### src/hw/rtl/ard_pkg.sv
// Shared types, codes and decode functions of the asynchronous receive packet deframer.
package ard_pkg;

    // Parser phases.
    localparam logic [1:0] PH_IDLE    = 2'd0;
    localparam logic [1:0] PH_BODY    = 2'd1;
    localparam logic [1:0] PH_TRAILER = 2'd2;
    localparam logic [1:0] PH_DROP    = 2'd3;

    // Result status codes.
    localparam logic [1:0] ST_OK      = 2'd0;
    localparam logic [1:0] ST_UNKNOWN = 2'd1;
    localparam logic [1:0] ST_GARBAGE = 2'd2;
    localparam logic [1:0] ST_TRUNC   = 2'd3;

    // Transaction codes that need special handling.
    localparam logic [3:0] TC_BLOCK_WRITE_REQ  = 4'd1;
    localparam logic [3:0] TC_WRITE_RESP       = 4'd2;
    localparam logic [3:0] TC_QUAD_READ_RESP   = 4'd6;
    localparam logic [3:0] TC_BLOCK_READ_RESP  = 4'd7;
    localparam logic [3:0] TC_LOCK_REQ         = 4'd9;
    localparam logic [3:0] TC_STREAM           = 4'd10;
    localparam logic [3:0] TC_LOCK_RESP        = 4'd11;

    localparam logic [31:0] PAD_QUADLET = 32'hFFFF_FFFF;

    typedef struct packed {
        logic [1:0]  status;
        logic [3:0]  tcode;
        logic [15:0] packet_offset;
        logic [4:0]  header_bytes;
        logic [15:0] data_bytes;
        logic [16:0] total_bytes;
        logic        rcode_valid;
        logic [3:0]  rcode;
        logic        has_trailer;
        logic [15:0] xfer_status;
        logic [15:0] time_stamp;
    } ard_result_t;

    // Header length in bytes per tcode; zero marks a tcode the parser does not know.
    function automatic logic [4:0] hdr_len(input logic [3:0] tc);
        logic [4:0] len;
        unique case (tc)
            4'd2, 4'd4, 4'd13, 4'd14: len = 5'd12;
            4'd10:                    len = 5'd8;
            4'd3, 4'd12, 4'd15:       len = 5'd0;
            default:                  len = 5'd16;
        endcase
        return len;
    endfunction

    function automatic logic is_resp(input logic [3:0] tc);
        return (tc == TC_WRITE_RESP) || (tc == TC_QUAD_READ_RESP) ||
               (tc == TC_BLOCK_READ_RESP) || (tc == TC_LOCK_RESP);
    endfunction

    function automatic logic is_block(input logic [3:0] tc);
        return (tc == TC_BLOCK_WRITE_REQ) || (tc == TC_BLOCK_READ_RESP) ||
               (tc == TC_LOCK_REQ) || (tc == TC_LOCK_RESP);
    endfunction

endpackage

### src/hw/rtl/ard_parser.sv
// Packet parser state and the single-pass decode of one quadlet into the next state and a result.
module ard_parser #(
    parameter int BUFFER_BYTES = 65536
) (
    input  logic               clk,
    input  logic               rst_n,
    input  logic               step,
    input  logic [31:0]        quadlet,
    input  logic               end_of_buffer,
    output logic               res_fire,
    output ard_pkg::ard_result_t res
);
    import ard_pkg::*;

    localparam int PW = $clog2(BUFFER_BYTES + 1);
    localparam logic [31:0] SAT_LIM = (BUFFER_BYTES > 131071) ? 32'd131071 : 32'(BUFFER_BYTES);

    logic [1:0]    phase_reg, phase_next;
    logic [3:0]    tcode_reg, tcode_next;
    logic          hw0_zero_reg, hw0_zero_next;
    logic          hw1_zero_reg, hw1_zero_next;
    logic [3:0]    rcode_reg, rcode_next;
    logic [14:0]   qip_reg, qip_next;
    logic [15:0]   plen_reg, plen_next;
    logic [PW-1:0] pos_reg, pos_next;
    logic [PW-1:0] pad_reg, pad_next;
    logic [PW-1:0] start_reg, start_next;

    logic          eob;
    logic [4:0]    hb_q;
    logic [4:0]    hb_s;
    logic [16:0]   len_sum;
    logic [16:0]   aligned;
    logic          with_rc;
    logic          trailer;
    logic [1:0]    status;
    logic [31:0]   total32;
    logic [31:0]   start32;
    logic          resp;

    // The buffer also ends where the next quadlet would no longer fit.
    assign eob  = end_of_buffer || ((32'(pos_reg) + 32'd8) > 32'(BUFFER_BYTES));
    assign hb_q = hdr_len(quadlet[7:4]);
    assign hb_s = hdr_len(tcode_reg);

    always_comb
    begin
        phase_next    = phase_reg;
        tcode_next    = tcode_reg;
        hw0_zero_next = hw0_zero_reg;
        hw1_zero_next = hw1_zero_reg;
        rcode_next    = rcode_reg;
        qip_next      = qip_reg;
        plen_next     = plen_reg;
        pad_next      = pad_reg;
        start_next    = start_reg;
        res_fire      = 1'b0;
        with_rc       = 1'b0;
        trailer       = 1'b0;
        status        = ST_OK;
        total32       = 32'd0;
        len_sum       = 17'd0;
        aligned       = 17'd0;

        unique case (phase_reg)
            PH_IDLE:
            begin
                if (quadlet == PAD_QUADLET)
                begin
                    pad_next = pad_reg + PW'(4);
                end
                else
                begin
                    tcode_next    = quadlet[7:4];
                    hw0_zero_next = (quadlet == 32'd0);
                    hw1_zero_next = 1'b1;
                    rcode_next    = 4'd0;
                    start_next    = pos_reg;
                    plen_next     = 16'd0;
                    qip_next      = 15'd1;
                    total32       = 32'(pad_reg) + 32'd4;
                    if (eob)
                    begin
                        res_fire = 1'b1;
                        status   = ST_TRUNC;
                    end
                    else if (hb_q == 5'd0)
                    begin
                        res_fire   = 1'b1;
                        status     = ST_UNKNOWN;
                        pad_next   = '0;
                        phase_next = PH_DROP;
                    end
                    else
                    begin
                        phase_next = PH_BODY;
                    end
                end
            end
            PH_BODY:
            begin
                qip_next = qip_reg + 15'd1;
                if (qip_next == 15'd2)
                begin
                    hw1_zero_next = (quadlet == 32'd0);
                    rcode_next    = quadlet[15:12];
                end
                if (((tcode_reg == TC_STREAM) && (qip_next == 15'd2)) ||
                    (is_block(tcode_reg) && (qip_next == 15'd4)))
                begin
                    plen_next = quadlet[31:16];
                end
                len_sum = 17'(hb_s) + 17'(plen_next) + 17'd3;
                aligned = {len_sum[16:2], 2'b00};
                if (qip_next >= len_sum[16:2])
                begin
                    if (eob)
                    begin
                        res_fire = 1'b1;
                        with_rc  = 1'b1;
                        total32  = 32'(pad_reg) + 32'(aligned);
                        status   = (hw0_zero_reg && hw1_zero_next) ? ST_GARBAGE : ST_OK;
                        pad_next = '0;
                    end
                    else
                    begin
                        phase_next = PH_TRAILER;
                    end
                end
                else if (eob)
                begin
                    res_fire = 1'b1;
                    status   = ST_TRUNC;
                    total32  = 32'(pad_reg) + {15'd0, qip_next, 2'b00};
                end
            end
            PH_TRAILER:
            begin
                len_sum  = 17'(hb_s) + 17'(plen_reg) + 17'd3;
                aligned  = {len_sum[16:2], 2'b00};
                res_fire = 1'b1;
                with_rc  = 1'b1;
                trailer  = 1'b1;
                total32  = 32'(pad_reg) + 32'(aligned) + 32'd4;
                pad_next = '0;
                if (hw0_zero_reg && hw1_zero_reg && (quadlet == 32'd0))
                begin
                    status     = ST_GARBAGE;
                    phase_next = PH_DROP;
                end
                else
                begin
                    status     = ST_OK;
                    phase_next = PH_IDLE;
                end
            end
            default:
            begin
                phase_next = PH_DROP;
            end
        endcase

        if (eob)
        begin
            phase_next = PH_IDLE;
            pos_next   = '0;
            pad_next   = '0;
        end
        else
        begin
            pos_next = pos_reg + PW'(4);
        end
    end

    assign resp    = is_resp(tcode_next);
    assign start32 = 32'(start_next);

    always_comb
    begin
        res.status        = status;
        res.tcode         = tcode_next;
        res.packet_offset = start32[15:0];
        res.header_bytes  = hdr_len(tcode_next);
        res.data_bytes    = plen_next;
        res.total_bytes   = (total32 > SAT_LIM) ? SAT_LIM[16:0] : total32[16:0];
        res.rcode_valid   = with_rc && resp;
        res.rcode         = (with_rc && resp) ? rcode_next : 4'd0;
        res.has_trailer   = trailer;
        res.xfer_status   = trailer ? quadlet[31:16] : 16'd0;
        res.time_stamp    = trailer ? quadlet[15:0] : 16'd0;
    end

    always_ff @(posedge clk or negedge rst_n)
    begin
        if (!rst_n)
        begin
            phase_reg    <= PH_IDLE;
            tcode_reg    <= 4'd0;
            hw0_zero_reg <= 1'b1;
            hw1_zero_reg <= 1'b1;
            rcode_reg    <= 4'd0;
            qip_reg      <= 15'd0;
            plen_reg     <= 16'd0;
            pos_reg      <= '0;
            pad_reg      <= '0;
            start_reg    <= '0;
        end
        else if (step)
        begin
            phase_reg    <= phase_next;
            tcode_reg    <= tcode_next;
            hw0_zero_reg <= hw0_zero_next;
            hw1_zero_reg <= hw1_zero_next;
            rcode_reg    <= rcode_next;
            qip_reg      <= qip_next;
            plen_reg     <= plen_next;
            pos_reg      <= pos_next;
            pad_reg      <= pad_next;
            start_reg    <= start_next;
        end
    end

endmodule

### src/hw/rtl/async_receive_packet_deframer_unit.sv
// Top level of the asynchronous receive packet deframer: input register, parser, result register.
//
// Receive-buffer quadlets enter on the s_ stream, one item per quadlet, with s_tlast on the
// last quadlet of a buffer. Each completed, rejected or truncated packet leaves as one item
// on the m_ stream: m_tuser carries the status code and m_tdata the decoded packet fields.
// Padding quadlets and quadlets dropped after a rejection produce no item.
// An accepted quadlet waits in the input register until the decode may proceed, is decoded
// at that edge, and a result is shown on m_tvalid the cycle after the edge that decodes it.
// The block takes one quadlet every cycle while no result is stalled on m_tready; the rate is
// set by the single decode pass between the input register and the result register.
// Reset empties both registers, returns the parser to waiting for a packet start and sets
// the buffer position to zero.
// While m_tready is low a waiting result holds, the decode stalls, and after one more
// quadlet has entered the input register s_tready falls until the result is taken.
module async_receive_packet_deframer_unit #(
    parameter int BUFFER_BYTES = 65536
) (
    input  logic        clk,
    input  logic        rst_n,
    input  logic        s_tvalid,
    output logic        s_tready,
    input  logic [31:0] s_tdata,   // quadlet[31:0]
    input  logic        s_tlast,   // end_of_buffer
    output logic        m_tvalid,
    input  logic        m_tready,
    // tcode[3:0], packet_offset[19:4], header_bytes[24:20], data_bytes[40:25],
    // total_bytes[57:41], rcode_valid[58], rcode[62:59], has_trailer[63],
    // xfer_status[79:64], time_stamp[95:80]
    output logic [95:0] m_tdata,
    output logic [1:0]  m_tuser    // status[1:0]
);
    import ard_pkg::*;

    logic        in_valid_reg;
    logic [31:0] in_data_reg;
    logic        in_last_reg;
    logic        out_valid_reg;
    ard_result_t out_res_reg;
    logic        proc;
    logic        res_fire;
    ard_result_t res;

    assign proc     = in_valid_reg && (!out_valid_reg || m_tready);
    assign s_tready = !in_valid_reg || proc;

    ard_parser #(
        .BUFFER_BYTES(BUFFER_BYTES)
    ) u_parser (
        .clk          (clk),
        .rst_n        (rst_n),
        .step         (proc),
        .quadlet      (in_data_reg),
        .end_of_buffer(in_last_reg),
        .res_fire     (res_fire),
        .res          (res)
    );

    always_ff @(posedge clk or negedge rst_n)
    begin
        if (!rst_n)
        begin
            in_valid_reg  <= 1'b0;
            out_valid_reg <= 1'b0;
        end
        else
        begin
            if (s_tvalid && s_tready)
            begin
                in_valid_reg <= 1'b1;
            end
            else if (proc)
            begin
                in_valid_reg <= 1'b0;
            end
            if (proc && res_fire)
            begin
                out_valid_reg <= 1'b1;
            end
            else if (m_tready)
            begin
                out_valid_reg <= 1'b0;
            end
        end
    end

    always_ff @(posedge clk)
    begin
        if (s_tvalid && s_tready)
        begin
            in_data_reg <= s_tdata;
            in_last_reg <= s_tlast;
        end
        if (proc && res_fire)
        begin
            out_res_reg <= res;
        end
    end

    assign m_tvalid = out_valid_reg;
    assign m_tuser  = out_res_reg.status;
    assign m_tdata  = {out_res_reg.time_stamp, out_res_reg.xfer_status,
                       out_res_reg.has_trailer, out_res_reg.rcode, out_res_reg.rcode_valid,
                       out_res_reg.total_bytes, out_res_reg.data_bytes,
                       out_res_reg.header_bytes, out_res_reg.packet_offset,
                       out_res_reg.tcode};

endmodule

### config.mk
export PLATFORM = sky130hd
export DESIGN_NAME = async_receive_packet_deframer_unit
export DESIGN_NICKNAME = d
export VERILOG_FILES = /design/src/hw/rtl/ard_pkg.sv /design/src/hw/rtl/ard_parser.sv /design/src/hw/rtl/async_receive_packet_deframer_unit.sv
export SDC_FILE = /design/constraint.sdc
export NUM_CORES = 1
export LEC_CHECK = 0
export BUFFER_PORTS_ARGS = -buffer_cell sky130_fd_sc_hd__buf_2
export CAP_MARGIN = 10
export CORE_ASPECT_RATIO = 0.9
export CORE_MARGIN = 5
export CORE_UTILIZATION = 25
export DETAILED_ROUTE_END_ITERATION = 10
export GPL_ROUTABILITY_DRIVEN = 1
export PLACE_DENSITY = 0.47
export SLEW_MARGIN = 20
export SYNTH_ARGS = -nofsm -noshare
export SYNTH_HDL_FRONTEND = slang
export SYNTH_HIERARCHICAL = 1
export SYNTH_SLANG_ARGS = --single-unit
export TNS_END_PERCENT = 1
### constraint.sdc
create_clock -name clk -period 8.1 [get_ports clk]
set_input_delay 2.43 -clock clk [delete_from_list [all_inputs] [get_ports clk]]
set_output_delay 2.43 -clock clk [all_outputs]
set_load 0.005 [all_outputs]
==> results of run 1 <==
## where the power goes
part           internal [W]  total (W)  switching (W)
logic              0.000622    0.00173        0.00111
registers           0.00152    0.00168       0.000158
clock network      0.000609    0.00108       0.000474
total               0.00275    0.00449        0.00174
## worst max-delay path, delay by kind of cell (launching register included)
kind	cells	cell delay, ns
simple gates	8	2.11
mux	2	0.62
fa+ha+maj	3	1.11
flops	1	0.49
compound gates	9	2.79
xor+xnor	1	0.17
## stage by stage
step                std cells  utilization, %  cell area [sq um]  total power, W  setup WS (ns)
CTS                      2227            29.1              16200         0.00456          0.580
global route             2227            29.1              16200         0.00480         0.0438
finish                   2227            29.1              16200         0.00449          0.663
global placement         2181            27.7              15400         0.00343          0.811
detailed placement       2181            27.7              15400         0.00345          0.604
floorplan                1353               -              14100         0.00281          0.640
## path summary, 6_finish.rpt
| check | endpoint | cells past startpoint |
|---|---|---|
| hold / removal | u_parser/hw1_zero_reg | 2 |
| max in group asynchronous | u_parser/pad_reg[13] | 2 |
| setup reg to reg | m_tdata[51] | 23 |
| min in group asynchronous | u_parser/start_reg[0] | 1 |
| setup / recovery | m_tdata[51] | 23 |
| hold reg to reg | u_parser/hw1_zero_reg | 2 |
## placed cells by master (no fill, tap or decap), types with 51 or more instances in the layout
cell        n
o21ai_0    82
inv_1      54
ha_1      106
edfxtp_1  131
xnor2_1    51
nand2_1    97
nor2_1     96
dfrtp_1    89
buf_2     135
xor2_1     55
## kinds of logic (layout without fill, tap and decap cells)
family,count (synthesis),in the layout,share of synthesized area (%)
mux,78,78,5.99
simple gates,399,399,14.3
flops,222,222,44.2
other cells,1,4,0.0267
fa+ha+maj,110,110,9.96
buf+inv,132,250,4.13
compound gates,302,302,14.8
xor+xnor,106,106,6.61
## area by class of cell
type	count	area, sq um
clock buffer	34	659
clock inverter	12	104
fill	5872	39400
inverter	54	203
multi-input combinational	999	7290
sequential	222	6210
tap	756	946
timing repair buffer	150	788
## layer usage
| metal | wire length (um) | up-vias | share of wire [%] | GRT usage (%) |
|---|---|---|---|---|
| met5 | 0 | - | 0 | 0 |
| met3 | 1960 | 31 | 4.9 | 2.20 |
| li1 | - | 5153 | - | - |
| met1 | 19800 | 5200 | 50 | 18.9 |
| met2 | 17500 | 240 | 44 | 19.2 |
| met4 | 422 | 0 | 1.1 | 1.54 |
## timing repair
item / 4_1_cts / 5_1_grt
hold buffers: 0 / 0
endpoints found under the setup margin: 0 / 8
resized for setup: 0 / 2
==> results.sh, run 1 <==
export IMPL_die_h_um=235
export IMPL_syn_area_per_cell_sq_um=10.4
export IMPL_tns_ns=0
export IMPL_dominantRegCellSynth="edfxtp_1"
export IMPL_synth_edff_count=131
export IMPL_hold_path_class="reg2reg"
export IMPL_ys_warn_count=6
export IMPL_worstSetupStartpointType="register"
export IMPL_drive_above_1_share_pct=17.5
export IMPL_r2r_start="u_parser/qip_reg[0]"
export IMPL_rsz0062_at_grt="no"
export IMPL_overflow=0
export IMPL_grt_max_degree=57
export IMPL_worst_pin_slew_ns=1.07
export IMPL_slew_headroom_pct=28.3
export IMPL_ant_nets=0
export IMPL_grt_pass1_vias=10400
export IMPL_synth_area_sq_mm=0.0140
export IMPL_critPathLaunch="u_parser/qip_reg[0]"
export IMPL_grtUsageTotal_pct=12.5
export IMPL_synth_async_reset_ratio_pct=41.0
export IMPL_cts_buffers=25
export IMPL_grt_antenna_before_repair=0
export IMPL_area_growth_pct=15.4
export IMPL_clk_pin_slew_ns=0.06
export IMPL_dieArea_sq_mm=0.0610
export IMPL_status="finished, final reports clean"
export IMPL_io_pins=137
export IMPL_viasPerCell=4.77
export IMPL_fin_skew_ns=0.0165
export IMPL_ys_ff_latch=222
export IMPL_drtIter0Drc=767
export IMPL_grt_pass1_wl_mm=61.5
export IMPL_start_util_pct=25.3
export IMPL_fmax_mhz=134
export IMPL_clk_latency_ns=0.55
export IMPL_final_nets=1599
export IMPL_dpl_hpwl_mm=29.5
export IMPL_p_leak_nw=7.14
export IMPL_maxCapViolCount=0
export IMPL_cts_sinks=222
export IMPL_finalSetupViolCount=0
export IMPL_drv_slew=0
export IMPL_clk_path_buf_depth=3
export IMPL_finalWeightedCongestion=0.837
export IMPL_path_max_fanout=12
export IMPL_min_from="u_parser/hw1_zero_reg"
export IMPL_coreArea_sq_mm=0.0556
export IMPL_h_tree_depth=1
export IMPL_arrival_ns=7.83
export IMPL_die_x_um=260
export IMPL_synth_top_area_share_pct=28.0
export IMPL_ir_drop_v=0.000225
export IMPL_synth_area_leaders="edfxtp_1 (28%), dfrtp_1 (16%), ha_1 (9.5%), mux2_2 (3.5%), xor2_1 (3.4%)"
export IMPL_tritoncts="done"
export IMPL_wl_per_cell_um=17.8
export IMPL_antenna_cells=0
export IMPL_end_kind="register"
export IMPL_min_period_over_period_pct=91.8
export IMPL_report_final_hold_viol_count=0
export IMPL_yosys_area_top_type="edfxtp_1"
export IMPL_ys_seq_area_share_pct=44.2
export IMPL_largest_reg_flops=96
export IMPL_cp_slowest_cell="or4_4"
export IMPL_dr_total_vias=10600
export IMPL_critPathRequiredTime_ns=8.49
export IMPL_synth_cells=1350
export IMPL_crit_chain="ha_1 -> nand3_1 -> nor2_1 -> a31oi_1 -> or3_4 -> or4_4 -> mux2_2 -> ha_1 -> o311ai_2 -> a211oi_4 -> nand3_1 -> xor2_1 -> mux2_2 -> ha_1 -> a21o_1 -> a211oi_1 -> nand2_1 -> a211oi_1 -> nor2_1 -> o311ai_0 -> o211ai_1 -> a311o_1 -> nor2_1"
export IMPL_crit_type="reg2reg"
export IMPL_r2r_setup_slack_ns=0.66
export IMPL_row_count=82
export IMPL_cts_root_buffer="clkbuf_16"
export IMPL_numPortBuffers=136
export IMPL_post_route_min_period_ns=7.44
export IMPL_finalWirelength_mm=39.7
export IMPL_postCtsSetupBuffers=0
export IMPL_cpPeakStageDelay_ns=0.62
export IMPL_firstDrtPassIters=7
export IMPL_synth_most_common_cell="edfxtp_1"
export IMPL_drc=0
export IMPL_power_density_mw_per_mm2=277
export IMPL_synthTopCellsByCount="edfxtp_1 (131), ha_1 (107), nand2_1 (97), nor2_1 (96), dfrtp_1 (89)"
export IMPL_yosysUniqueCellTypes=74
export IMPL_whs_ns=0.477
Note: power is estimated with default switching activity, not from simulation.
==> run 2, diff against run 1 <==
CORE_UTILIZATION = 40   (was 25)
PLACE_DENSITY = 0.65   (was 0.47)
==> run 2 against run 1 <==
  * Clock skew is 0.0013 ns lower
  * Critical endpoint is now m_tdata[48]
  * Hold slack worse by 0.0030 ns
  * Combinational power hardly changed
  * Utilization is 16 points higher
  * Clock power is 7% lower
  * Fmax is 0.25% lower
  * Cell area is 2.9% lower
  * Die area is 36% lower
  * First-iteration DRC count is 14% higher
  * Critical path type unchanged
  * Total power is 2.3% lower
==> results.sh, run 2 (synthesis results as in run 1) <==
export IMPL_status="finished, final reports clean"
export IMPL_end_kind="register"
export IMPL_r2r_start="u_parser/qip_reg[0]"
export IMPL_grt_pass1_vias=10400
export IMPL_crit_family="compound AO/OA/AOI/OAI gates"
export IMPL_n_fill_cell=3247
export IMPL_critPathLaunch="u_parser/qip_reg[0]"
export IMPL_drive_above_1_share_pct=17.4
export IMPL_worstSetupStartpointType="register"
export IMPL_start_util_pct=40.3
export IMPL_final_nets=1594
export IMPL_die_x_um=208
export IMPL_crit_type="reg2reg"
export IMPL_overflow=0
export IMPL_area_growth_pct=12.1
export IMPL_min_period_over_period_pct=92.1
export IMPL_drv_slew=0
export IMPL_h_tree_depth=1
export IMPL_clk_pin_slew_ns=0.07
export IMPL_crit_buf_inv=0
export IMPL_post_route_util_pct=45.1
export IMPL_largest_reg_flops=96
export IMPL_drc=0
export IMPL_crit_chain="ha_2 -> nand3_1 -> nor2_1 -> a31oi_1 -> or3_4 -> or4_4 -> mux2_2 -> ha_1 -> o311ai_2 -> a211oi_2 -> nand3_1 -> xor2_1 -> mux2_2 -> ha_1 -> a21o_1 -> a211oi_1 -> nand2_1 -> a211oi_1 -> nor2_1 -> o311ai_0 -> o211ai_1 -> a311o_1 -> nor2_1"
export IMPL_slew_headroom_pct=35.8
export IMPL_fmax_mhz=134
export IMPL_crit_top_cell="nor2_1"
export IMPL_dpl_hpwl_mm=27.4
export IMPL_fin_skew_ns=0.0152
export IMPL_power_w=0.00439
export IMPL_grt_max_degree=65
export IMPL_path_max_fanout=12
export IMPL_clk_latency_ns=0.53
export IMPL_finalWirelength_mm=37.5
export IMPL_grt_pass1_wl_mm=59.2
export IMPL_arrival_ns=7.81
export IMPL_combPwrFrac_pct=39.2
export IMPL_io_pins=137
export IMPL_finalWeightedCongestion=0.911
export IMPL_report_final_hold_viol_count=0
export IMPL_tritoncts="done"
export IMPL_netSwitchingFraction_pct=38.9
export IMPL_hold_path_class="reg2reg"
export IMPL_firstDrtPassIters=5
export IMPL_min_from="u_parser/hw1_zero_reg"
export IMPL_coreArea_sq_mm=0.0349
export IMPL_tns_ns=0
export IMPL_grtUsageTotal_pct=18.6
export IMPL_power_density_mw_per_mm2=279
export IMPL_ir_drop_v=0.000167
export IMPL_die_h_um=188
export IMPL_cts_buffers=23
export IMPL_finalSetupViolCount=0
export IMPL_top_usage_layer="met1"
export IMPL_cts_hold_buf=0
export IMPL_met2_usage_pct=27.3
export IMPL_numPortBuffers=136
export IMPL_grtUsageMet1_pct=28.9
export IMPL_drtIter0Drc=877
export IMPL_p_sw_w=0.00171
export IMPL_maxCapViolCount=0
export IMPL_pwr_share_clk_pct=22.9
export IMPL_critPathRequiredTime_ns=8.46
export IMPL_viasPerCell=5.60
export IMPL_row_count=65
export IMPL_cts_root_buffer="clkbuf_16"
export IMPL_antenna_cells=0
export IMPL_cp_slowest_cell="or4_4"
export IMPL_ant_nets=0
export IMPL_dieArea_sq_mm=0.0390
export IMPL_use_met3_pct=3.16
export IMPL_grt_antenna_before_repair=0
export IMPL_internal_power_w=0.00268
export IMPL_clk_path_buf_depth=3
export IMPL_worst_pin_slew_ns=0.962
export IMPL_wl_per_cell_um=19.4
export IMPL_layout_commonest_cell="buf_2"
export IMPL_p_leak_nw=7.09
export IMPL_p_seq_share_pct=37.9
export IMPL_rsz0062_at_grt="no"
export IMPL_post_route_min_period_ns=7.46
export IMPL_cpPeakStageDelay_ns=0.60
export IMPL_dr_total_vias=10800
export IMPL_cts_sinks=222
export IMPL_layout_common_cells="buf_2 (135), edfxtp_1 (131), ha_1 (106)"
run 2: changes by cell type in the layout (fill, tap and decap cells not counted), sizes merged:
cell,previous run,this run
buf,150,147
inv,57,56
clkinv,8,10
clkinvlp,0,1
clkbuf,34,29
bufinv,1,0
run 2: final timing paths:
check	endpoint	cells past startpoint	slack, ns
max reg2reg	m_tdata[48]	23	0.64
min	u_parser/hw1_zero_reg	2	0.47
max	m_tdata[48]	23	0.64
max in group asynchronous	u_parser/plen_reg[9]	2	5.05
min in group asynchronous	u_parser/pad_reg[9]	1	1.84
min reg2reg	u_parser/hw1_zero_reg	2	0.47
run 2: repair_timing:
action                                  in CTS  in global routing
buffers inserted                             0                  0
gates resized for setup                      0                  1
endpoints found under the setup margin       0                  5
run 2: final cells by class:
class | count | area [sq um] | area share, %
repair buffers | 147 | 766 | 4.87
flip-flops and latches | 222 | 6210 | 39.5
well taps | 469 | 587 | 3.73
multi-input cells | 999 | 7270 | 46.2
inverters | 54 | 203 | 1.29
clock buffers | 29 | 618 | 3.93
clock inverters | 13 | 76.3 | 0.485
run 2: power by group through the flow:
| stage | Sequential [W] | Clock [W] | Combinational [W] |
|---|---|---|---|
| finish | 0.00166 | 0.00100 | 0.00172 |
| detailed placement | 0.00169 | 0 | 0.00171 |
| global route | 0.00169 | 0.00108 | 0.00190 |
| global placement | 0.00168 | 0 | 0.00169 |
| CTS | 0.00167 | 0.00102 | 0.00172 |
| floorplan | 0.00168 | 0 | 0.00113 |
run 2: per-layer routing:
metal / share of wire [%] / vias up
li1: - / 5134
met1: 50 / 5255
met2: 42 / 380
met3: 6.6 / 49
met4: 1.9 / 0
met5: 0 / -
run 2: worst register-to-register path: cells and delay by family, from the launching register on:
| kind | cells | cell delay [ns] |
|---|---|---|
| AO/OA/AOI/OAI | 9 | 2.84 |
| XOR/XNOR | 1 | 0.19 |
| adder cells (fa/ha/maj) | 3 | 1.02 |
| flip-flops | 1 | 0.49 |
| multiplexers | 2 | 0.61 |
| AND/OR/NAND/NOR | 8 | 2.15 |
run 2: per-stage QoR:
step,std cells,hold WS (ns),area (sq um),setup WS [ns]
3_5_place_dp,1891,0.462,15000,0.683
3_3_place_gp,1891,0.463,15000,0.918
4_1_cts,1933,0.474,15700,0.616
5_1_grt,1933,0.507,15700,0.149
2_1_floorplan,1353,0.446,14100,0.640
6_report,1933,0.474,15700,0.644
==> run 3, diff against run 2 <==
PLACE_DENSITY = 0.63   (was 0.65)
==> run 3 against run 2 <==
  * Non-clock buffer count shrank 2
  * Clock-buffer cell count up 3
  * Routed wire length increased by 1.0%
  * Sequential power barely moved
  * Clock power increased by 5%
  * Critical endpoint is now m_tdata[50]
  * Highest routed layer unchanged
==> results.sh, run 3 (synthesis results as in run 1) <==
export IMPL_worst_pin_slew_ns=1.05
export IMPL_grt_antenna_before_repair=0
export IMPL_status="finished, final reports clean"
export IMPL_p_sw_w=0.00170
export IMPL_grt_pass1_wl_mm=59.0
export IMPL_ir_drop_v=0.000227
export IMPL_p_seq_share_pct=37.5
export IMPL_crit_type="reg2reg"
export IMPL_final_nets=1593
export IMPL_critPathRequiredTime_ns=8.37
export IMPL_slew_headroom_pct=30.3
export IMPL_layout_commonest_cell="buf_2"
export IMPL_power_w=0.00444
export IMPL_clk_latency_ns=0.55
export IMPL_arrival_ns=7.89
export IMPL_r2r_start="u_parser/qip_reg[0]"
export IMPL_r2r_setup_slack_ns=0.48
export IMPL_hold_path_class="reg2reg"
export IMPL_crit_chain="ha_1 -> nand3_1 -> nor2_1 -> a31oi_1 -> or3_4 -> or4_4 -> mux2_2 -> ha_1 -> o311ai_2 -> a21oi_2 -> nand3_1 -> xor2_1 -> mux2_2 -> ha_1 -> nand3_1 -> o21ai_0 -> a211oi_1 -> nor2_1 -> o311ai_0 -> o211ai_1 -> a311o_1 -> nor2_1"
export IMPL_firstDrtPassIters=5
export IMPL_report_final_hold_viol_count=0
export IMPL_postCtsSetupBuffers=0
export IMPL_place_inst=1889
export IMPL_grt_pass1_vias=10200
export IMPL_combPwrFrac_pct=38.9
export IMPL_rsz0062_at_grt="no"
export IMPL_cts_root_buffer="clkbuf_16"
export IMPL_largest_reg_flops=96
export IMPL_numPortBuffers=136
export IMPL_row_count=65
export IMPL_min_period_over_period_pct=94.0
export IMPL_dr_total_vias=10800
export IMPL_n_fill_cell=3267
export IMPL_drv_slew=0
export IMPL_coreArea_sq_mm=0.0349
export IMPL_dpl_hpwl_mm=27.8
export IMPL_worstSetupStartpointType="register"
export IMPL_multi_input_area_sq_mm=0.00727
export IMPL_clk_path_buf_depth=3
export IMPL_viasPerCell=5.59
export IMPL_fin_ws_ns=0.483
export IMPL_path_max_fanout=14
export IMPL_end_kind="register"
export IMPL_netSwitchingFraction_pct=38.3
export IMPL_clk_pin_slew_ns=0.06
export IMPL_area_growth_pct=12.3
export IMPL_regArea_sq_mm=0.00621
export IMPL_crit_buf_inv=0
export IMPL_fin_skew_ns=0.0309
export IMPL_critPathLaunch="u_parser/qip_reg[0]"
export IMPL_internal_power_w=0.00274
export IMPL_cp_slowest_cell="nor2_1"
export IMPL_pwr_share_clk_pct=23.7
export IMPL_post_cts_resized=0
export IMPL_whs_ns=0.475
export IMPL_drtIter0Drc=826
export IMPL_cts_buffers=24
export IMPL_maxCapViolCount=0
export IMPL_die_x_um=208
export IMPL_start_util_pct=40.3
export IMPL_finalWirelength_mm=37.9
export IMPL_cts_sinks=222
export IMPL_overflow=0
export IMPL_layout_common_cells="buf_2 (135), edfxtp_1 (131), ha_1 (107)"
export IMPL_pre_cts_ws_ns=0.621
export IMPL_crit_family="simple AND/OR/NAND/NOR gates"
export IMPL_finalSetupViolCount=0
export IMPL_tritoncts="done"
export IMPL_grtUsageTotal_pct=18.7
export IMPL_fmax_mhz=131
export IMPL_power_density_mw_per_mm2=282
export IMPL_fin_cells=1932
export IMPL_ant_nets=0
export IMPL_p_leak_nw=7.10
export IMPL_finalWeightedCongestion=0.931
export IMPL_io_pins=137
export IMPL_cts_hold_buf=0
export IMPL_min_from="u_parser/hw1_zero_reg"
export IMPL_cpPeakStageDelay_ns=0.82
export IMPL_grt_max_degree=63
export IMPL_drive_above_1_share_pct=17.0
export IMPL_die_h_um=188
export IMPL_tns_ns=0
export IMPL_drc=0
export IMPL_antenna_cells=0
export IMPL_post_route_min_period_ns=7.62
export IMPL_h_tree_depth=1
export IMPL_wl_per_cell_um=19.6
export IMPL_dieArea_sq_mm=0.0390
## run 3: changes by cell type in the layout (fill, tap and decap cells not counted), moves of 2 or more
| cell | previous run | this run |
|---|---|---|
| clkinv_1 | 2 | 5 |
| clkinv_2 | 7 | 3 |
| clkbuf_1 | 4 | 6 |
| clkbuf_16 | 23 | 25 |
| buf_4 | 12 | 10 |
| inv_6 | 2 | 0 |
## run 3: path summary, 6_finish.rpt
check,to,depth (start not counted)
setup / recovery,m_tdata[50],22
hold / removal,u_parser/hw1_zero_reg,2
setup reg to reg,m_tdata[50],22
hold reg to reg,u_parser/hw1_zero_reg,2
max in group asynchronous,u_parser/plen_reg[10],2
min in group asynchronous,u_parser/pad_reg[15],1
## run 3: cell type report
type | count | share of cell area, %
clock buffers | 32 | 4.20
well taps | 469 | 3.72
flip-flops and latches | 222 | 39.4
multi-input cells | 999 | 46.1
repair buffers | 145 | 4.76
clock inverters | 11 | 0.508
inverters | 54 | 1.29
## run 3: power groups by stage
stage | Clock [W] | Sequential [W] | Combinational (W)
after floorplan | 0 | 0.00168 | 0.00113
after global placement | 0 | 0.00168 | 0.00168
after detailed placement | 0 | 0.00168 | 0.00171
after CTS | 0.00108 | 0.00167 | 0.00172
after global routing | 0.00113 | 0.00169 | 0.00189
final | 0.00105 | 0.00166 | 0.00173
## run 3: worst register-to-register path, cell delays in order (launching register included)
cell and delay (ns):
dfrtp_1 0.48, ha_1 0.47, nand3_1 0.21, nor2_1 0.24
a31oi_1 0.13, or3_4 0.37, or4_4 0.61, mux2_2 0.34
ha_1 0.36, o311ai_2 0.15, a21oi_2 0.56, nand3_1 0.17
xor2_1 0.19, mux2_2 0.31, ha_1 0.30, nand3_1 0.07
o21ai_0 0.20, a211oi_1 0.16, nor2_1 0.82, o311ai_0 0.30
o211ai_1 0.31, a311o_1 0.47, nor2_1 0.13
## run 3: routing by layer
layer | vias up | GRT usage, % | share of wire, %
met1 | 5273 | 28.8 | 49
met5 | - | 0 | 0
met4 | 0 | 3.89 | 1.9
met3 | 52 | 3.76 | 7.4
met2 | 349 | 27.2 | 42
li1 | 5127 | - | -
## run 3: metrics by stage
stage                     area, sq um  util, %
after floorplan                 14100        -
after global placement          15000     43.1
after detailed placement        15000     43.1
after CTS                       15800     45.2
after global routing            15800     45.2
final                           15800     45.2
